$ cat src/rtl/pct_pkg.sv
// Shared types and constants for the pair connection table.
// No dependencies; imported by the table top level.
package pct_pkg;

  localparam int unsigned ID_W    = 8;
  localparam int unsigned COUNT_W = 6;
  localparam logic [COUNT_W-1:0] COUNT_MAX = '1;

  typedef enum logic [1:0] {
    OP_LOOKUP      = 2'd0,
    OP_ADD         = 2'd1,
    OP_REMOVE_PAIR = 2'd2,
    OP_REMOVE_ANY  = 2'd3
  } op_e;

  // Outcome of one compare of the shared match unit.
  typedef struct packed {
    logic entry_valid;
    logic pair_hit;
    logic any_hit;
  } match_t;

endpackage

$ cat src/rtl/pair_connection_table.sv
// Pair connection table: each request scans the entries one per cycle through a
// single RAM read port and one shared id comparator. Lookup and remove-pair stop
// at the first pair hit and add at the first free entry; remove-any scans every
// entry. No new input beat is taken until the scan has ended. One request
// is in flight; a new one is taken while the previous result still waits on the output.
// Reset clears all valid marks at once (flip-flops); id storage has no reset.
module pair_connection_table
  import pct_pkg::*;
#(
  parameter int unsigned ENTRIES = 32
) (
  input  logic        clk_i,
  input  logic        rst_ni,
  input  logic        s_axis_tvalid,
  output logic        s_axis_tready,
  input  logic [15:0] s_axis_tdata,   // [7:0] src_id, [15:8] dst_id
  input  logic [1:0]  s_axis_tuser,   // [1:0] op
  output logic        m_axis_tvalid,
  input  logic        m_axis_tready,
  output logic [7:0]  m_axis_tdata    // [0] found, [1] added, [7:2] removed_count
);

  localparam int unsigned AW = (ENTRIES > 1) ? $clog2(ENTRIES) : 1;
  localparam int unsigned CW = $clog2(ENTRIES + 1);
  localparam logic [CW-1:0] CNT_END  = CW'(ENTRIES);
  localparam logic [AW-1:0] IDX_LAST = AW'(ENTRIES - 1);

  typedef enum logic [1:0] {
    S_IDLE,
    S_SCAN,
    S_DONE
  } state_e;

  state_e               state_q, state_d;
  logic [CW-1:0]        cnt_q, cnt_d;
  logic                 cmp_vld_q, cmp_vld_d;
  logic [AW-1:0]        cmp_idx_q;
  logic [ENTRIES-1:0]   valid_q, valid_d;
  logic                 out_valid_q, out_valid_d;
  logic [7:0]           out_data_q;

  op_e                  op_q;
  logic [ID_W-1:0]      src_q, dst_q;
  logic                 res_found_q, res_found_d;
  logic                 res_added_q, res_added_d;
  logic [COUNT_W-1:0]   res_count_q, res_count_d;

  logic                 in_beat;
  logic                 load_out;
  logic                 rd_en;
  logic                 ram_we;
  logic [2*ID_W-1:0]    rd_data;
  logic [ID_W-1:0]      rd_src, rd_dst;
  match_t               match;

  assign in_beat  = s_axis_tvalid && s_axis_tready;
  assign rd_en    = (state_q == S_SCAN) && (cnt_q < CNT_END);
  assign load_out = (state_q == S_DONE) && (!out_valid_q || m_axis_tready);

  pct_ram #(
    .WIDTH (2 * ID_W),
    .DEPTH (ENTRIES)
  ) u_ram (
    .clk_i     (clk_i),
    .wr_en_i   (ram_we),
    .wr_addr_i (cmp_idx_q),
    .wr_data_i ({dst_q, src_q}),
    .rd_en_i   (rd_en),
    .rd_addr_i (cnt_q[AW-1:0]),
    .rd_data_o (rd_data)
  );

  assign rd_src = rd_data[ID_W-1:0];
  assign rd_dst = rd_data[2*ID_W-1:ID_W];

  // Shared compare unit, one entry per cycle.
  always_comb begin
    match.entry_valid = valid_q[cmp_idx_q];
    match.pair_hit    = match.entry_valid && (rd_src == src_q) && (rd_dst == dst_q);
    match.any_hit     = match.entry_valid && ((rd_src == src_q) || (rd_dst == dst_q));
  end

  always_comb begin
    state_d     = state_q;
    cnt_d       = cnt_q;
    cmp_vld_d   = cmp_vld_q;
    valid_d     = valid_q;
    out_valid_d = out_valid_q;
    res_found_d = res_found_q;
    res_added_d = res_added_q;
    res_count_d = res_count_q;
    ram_we      = 1'b0;
    s_axis_tready = (state_q == S_IDLE);

    if (out_valid_q && m_axis_tready) begin
      out_valid_d = 1'b0;
    end

    case (state_q)
      S_IDLE: begin
        if (in_beat) begin
          state_d     = S_SCAN;
          cnt_d       = '0;
          cmp_vld_d   = 1'b0;
          res_found_d = 1'b0;
          res_added_d = 1'b0;
          res_count_d = '0;
        end
      end
      S_SCAN: begin
        // issue side: one read per cycle
        cmp_vld_d = rd_en;
        if (rd_en) begin
          cnt_d = cnt_q + 1'b1;
        end
        // compare side: data for cmp_idx_q is on the RAM output
        if (cmp_vld_q) begin
          if (cmp_idx_q == IDX_LAST) begin
            state_d = S_DONE;
          end
          case (op_q)
            OP_LOOKUP: begin
              if (match.pair_hit) begin
                res_found_d = 1'b1;
                state_d     = S_DONE;
              end
            end
            OP_ADD: begin
              if (!match.entry_valid) begin
                ram_we              = 1'b1;
                valid_d[cmp_idx_q]  = 1'b1;
                res_added_d         = 1'b1;
                state_d             = S_DONE;
              end
            end
            OP_REMOVE_PAIR: begin
              if (match.pair_hit) begin
                valid_d[cmp_idx_q] = 1'b0;
                res_count_d        = COUNT_W'(1);
                state_d            = S_DONE;
              end
            end
            default: begin
              if (match.any_hit) begin
                valid_d[cmp_idx_q] = 1'b0;
                if (res_count_q != COUNT_MAX) begin
                  res_count_d = res_count_q + 1'b1;
                end
              end
            end
          endcase
        end
        if (state_d == S_DONE) begin
          cmp_vld_d = 1'b0;
        end
      end
      S_DONE: begin
        if (load_out) begin
          out_valid_d = 1'b1;
          state_d     = S_IDLE;
        end
      end
      default: begin
        state_d = S_IDLE;
      end
    endcase
  end

  always_ff @(posedge clk_i or negedge rst_ni) begin
    if (!rst_ni) begin
      state_q     <= S_IDLE;
      cnt_q       <= '0;
      cmp_vld_q   <= 1'b0;
      valid_q     <= '0;
      out_valid_q <= 1'b0;
    end else begin
      state_q     <= state_d;
      cnt_q       <= cnt_d;
      cmp_vld_q   <= cmp_vld_d;
      valid_q     <= valid_d;
      out_valid_q <= out_valid_d;
    end
  end

  // payload, no reset
  always_ff @(posedge clk_i) begin
    if (in_beat) begin
      op_q  <= op_e'(s_axis_tuser);
      src_q <= s_axis_tdata[ID_W-1:0];
      dst_q <= s_axis_tdata[2*ID_W-1:ID_W];
    end
    if (rd_en) begin
      cmp_idx_q <= cnt_q[AW-1:0];
    end
    res_found_q <= res_found_d;
    res_added_q <= res_added_d;
    res_count_q <= res_count_d;
    if (load_out) begin
      out_data_q <= {res_count_q, res_added_q, res_found_q};
    end
  end

  assign m_axis_tvalid = out_valid_q;
  assign m_axis_tdata  = out_data_q;

`ifndef SYNTH
  a_cnt_range: assert property (@(posedge clk_i) disable iff (!rst_ni)
    cnt_q <= CNT_END)
    else $error("scan counter past table end");

  a_add_to_free: assert property (@(posedge clk_i) disable iff (!rst_ni)
    ram_we |-> !valid_q[cmp_idx_q])
    else $error("add overwrote a valid entry");

  a_add_marks_valid: assert property (@(posedge clk_i) disable iff (!rst_ni)
    ram_we |=> valid_q[$past(cmp_idx_q)])
    else $error("added entry not marked valid");

  a_one_result_kind: assert property (@(posedge clk_i) disable iff (!rst_ni)
    m_axis_tvalid |-> !(m_axis_tdata[0] && m_axis_tdata[1]))
    else $error("found and added both set");

  a_flags_zero_count: assert property (@(posedge clk_i) disable iff (!rst_ni)
    (m_axis_tvalid && (m_axis_tdata[0] || m_axis_tdata[1])) |-> (m_axis_tdata[7:2] == '0))
    else $error("count set on lookup or add result");
`endif

endmodule

$ cat src/rtl/pct_ram.sv
// Generic single-port-write, single-port-read RAM with registered read data.
// No dependencies.
module pct_ram #(
  parameter int unsigned WIDTH = 16,
  parameter int unsigned DEPTH = 32,
  localparam int unsigned AW = (DEPTH > 1) ? $clog2(DEPTH) : 1
) (
  input  logic             clk_i,
  input  logic             wr_en_i,
  input  logic [AW-1:0]    wr_addr_i,
  input  logic [WIDTH-1:0] wr_data_i,
  input  logic             rd_en_i,
  input  logic [AW-1:0]    rd_addr_i,
  output logic [WIDTH-1:0] rd_data_o
);

  logic [WIDTH-1:0] mem_q [DEPTH];
  logic [WIDTH-1:0] rd_data_q;

  always_ff @(posedge clk_i) begin
    if (wr_en_i) begin
      mem_q[wr_addr_i] <= wr_data_i;
    end
    if (rd_en_i) begin
      rd_data_q <= mem_q[rd_addr_i];
    end
  end

  assign rd_data_o = rd_data_q;

endmodule
$ cat config.mk
export PLATFORM = sky130hd
export DESIGN_NAME = pair_connection_table
export DESIGN_NICKNAME = d
export VERILOG_FILES = /design/src/rtl/pct_pkg.sv /design/src/rtl/pair_connection_table.sv /design/src/rtl/pct_ram.sv
export SDC_FILE = /design/constraint.sdc
export NUM_CORES = 1
export LEC_CHECK = 0
export BUFFER_PORTS_ARGS = -buffer_cell sky130_fd_sc_hd__buf_2
export CAP_MARGIN = 10
export CORE_MARGIN = 2
export CORE_UTILIZATION = 55
export DETAILED_ROUTE_END_ITERATION = 6
export PLACE_DENSITY_LB_ADDON = 0.1
export SETUP_SLACK_MARGIN = 0.1
export SYNTH_ARGS = -nofsm -noshare
export SYNTH_HDL_FRONTEND = slang
export SYNTH_SLANG_ARGS = --single-unit
$ cat constraint.sdc
create_clock -name clk_i -period 3.9 [get_ports clk_i]
set_clock_uncertainty 0.1 [all_clocks]
set_input_delay 0.78 -clock clk_i [delete_from_list [all_inputs] [get_ports clk_i]]
set_output_delay 0.78 -clock clk_i [all_outputs]
set_load 0.01 [all_outputs]
==> out/results.ini <==
[sta]
post-route-period-util_pct=91.24
slew_headroom_pct=25.34
setup_viol=0
grt_setup_unrepaired=no
worstMarginPinSlew_ns=1.117
fmax_mhz=281.0
finalCriticalPeriod_ns=3.558
setup_slack_ns=0.3416
report.final.slew_viol_count=0
tns_ns=0
hold_violations=0

[pwr]
vdd_ir_drop_max_uv=457.6
leakagePower_nw=8.747
p_per_area_nw_per_um2=707.2
total_power_mw=19.34

[grt]
grt_use_met2_pct=34.99
use_met3_pct=5.111
grt_max_degree=43
grt_pass1_wl_um=80010
grt-busiest-layer=met1
grt.total_usage_pct=25.19
grt_overflow_total=0
use_met1_pct=40.83
antenna_found_initial=0
grt_pass1_vias=11560

[cells_and_area]
fin_nets=1302
fillers=2961
seqCellArea_um2=18090
drive_gt1_share_pct=31.44
diodes=0
final_cells=1908
multi_input_area_um2=5677
area.growth.synth_to_final_pct=13.15

[placement]
routabilityCongestion=0.9486
portBuffers=31
dpl_worst_slack_ns=0.3871
dpl.cell_count=1801
dp_hpwl_um=33900

[cts]
h-tree-depth=2
insertion_delay_ns=0.63
cts_tree=built
cts_num_sinks=609
cts_setup_buffers=0
ctsHoldBuffers=0
cts_made_buffers=60
clk_path_buf_depth=3
cts-root-buf=clkbuf_16
cts_resized=0
cts.clk_slew.worst_paths_ns=0.06

[route]
drtPass1Iterations=5
wl_per_cell_um=28.86
drc=0
drt_iter0_drc=1519
ant_nets=0
via_per_inst=6.275
num_vias=11970
finalWirelength_um=55070

[die]
rows=76
core_area_um2=43270
num_io_pins=32
dieHeight_um=213.6
start_util_pct=55.86
die-area_um2=45640
dieWidth_um=213.6

[synthesis]
synth.yosys.warnings=0
syn-num-nets=1201
syn-cell-area_um2=24170
ys_types=58
synth_edf_count=567
ys_seq_area_share_pct=74.79
syn_inst=1177
synth_seq_cells=609
synth.area.top_cells=edfxtp_1 70%, mux4_2 15%, dfrtp_1 4.3%
yosysTopAreaCell=edfxtp_1
ys_async_sr_fraction_pct=6.897
synthDominantCellAreaShare_pct=70.45
synth_ff_type=edfxtp_1
syn_area_per_cell_um2=20.53

[worst_setup_path]
critPathRequiredTime_ns=4.10
criticalPathCategory=flip-flop to flip-flop
cp-end-kind=flip-flop
worstPathMaxFanout=33
worstSetupStartpointType=flip-flop
critical_path_arrival_ns=3.76

[flow_run]
drv_cap=0

[worst_hold_path]
worst_hold_path_type=input port to asynchronous set/reset pin

[outcome]
outcome=complete, no violations

[synthesized netlist by cell type (7+ instances only)]
master,instances
nor2_1,47
nand3_1,25
edfxtp_1,567
buf_2,19
nand2_1,37
buf_1,9
a21oi_1,7
o21ai_1,9
dfrtp_1,42
a2111oi_0,25
o22ai_1,23
a211oi_1,7
clkbuf_1,36
inv_1,42
mux4_2,161
xnor2_1,17
mux2_2,23
[through the flow]
stage / util (%) / instance area, µm² / hold slack (ns)
after floorplan: - / 24170 / 0.3003
after global placement: 58.95 / 25510 / 0.3033
after detailed placement: 58.95 / 25510 / 0.3045
after CTS: 63.21 / 27350 / 0.2114
after global routing: 63.21 / 27350 / 0.2051
final: 63.21 / 27350 / 0.2215
[power breakdown]
part           switching (mW)  internal [mW]
logic                    3.05           2.40
clock network            2.37           3.09
registers               0.584           7.86
total                    6.00           13.3
[sequential cells by signal, summed over array words and instances, names as in the netlist, 5 cells and up, named ones only]
signal           cells
cmp_idx_q            5
cnt_q                6
dst_q                8
m_axis_tdata         8
res_count_q          6
src_q                8
u_ram.mem_q        512
u_ram.rd_data_o     16
[routing by layer]
layer,wire (µm),vias to the layer above
met4,1461,0
met1,25260,6380
met5,0,-
met2,24010,489
met3,4341,66
li1,-,5038
[critical path, cell delays in order, from the launching register on]
cell	delay, ns
edfxtp_1	0.32
buf_4	0.38
xnor2_1	0.17
nand4_1	0.15
nor4_1	0.54
nand2_1	0.80
a21oi_1	0.47
o21a_1	0.31
[final timing paths]
path	startpoint	endpoint	slack, ns	depth (start not counted)
min in group clk_i	s_axis_tvalid	cnt_q[5]$_DFFE_PN0P_	0.23	2
setup / recovery	dst_q[5]$_DFFE_PP_	res_count_q[4]$_SDFFCE_PP0P_	0.34	7
max in group asynchronous	rst_ni	cnt_q[0]$_DFFE_PN0P_	2.72	1
hold reg to reg	res_added_q$_DFFE_PP_	m_axis_tdata[1]$_DFFE_PP_	0.31	0
setup reg to reg	dst_q[5]$_DFFE_PP_	res_count_q[4]$_SDFFCE_PP0P_	0.34	7
hold / removal	rst_ni	state_q[1]$_DFFE_PN0P_	0.22	1
[cell families after synthesis]
logic type	after synthesis	share of synthesized area [%]
buffers and inverters	113	1.977
muxes	193	16.48
adders and majority gates	3	0.1449
DFF	609	74.79
xor gates and xnor gates	23	0.8334
and+or+nand+nor	146	3.013
AOI/OAI and AO/OA	90	2.759
[cell usage in the layout (no fill, tap or decap), types with 4 or more instances in the layout]
cell type,n
edfxtp_1,567
mux4_2,161
buf_4,68
clkbuf_16,60
inv_1,42
dfrtp_1,38
nand2_1,37
buf_2,31
nand3_1,25
nor2_2,25
a2111oi_0,25
mux2_2,23
o22ai_1,23
nor2_1,22
xnor2_1,17
clkbuf_1,16
clkinv_1,10
o21ai_1,9
buf_12,9
clkinv_2,8
a21oi_1,7
a211oi_1,7
clkinvlp_4,7
nand2b_1,6
nor2b_1,6
mux2i_1,6
nand4_1,6
xor2_1,6
bufinv_16,4
[cell type report]
cell class,instances,share of cell area (%)
flip-flops and latches,609,66.14
multi-input cells,455,20.76
clock buffers,76,5.710
repair buffers,108,3.093
well taps,585,2.676
clock inverters,31,1.025
inverters,44,0.6039
No activity file was read; power rests on OpenSTA's default activity.
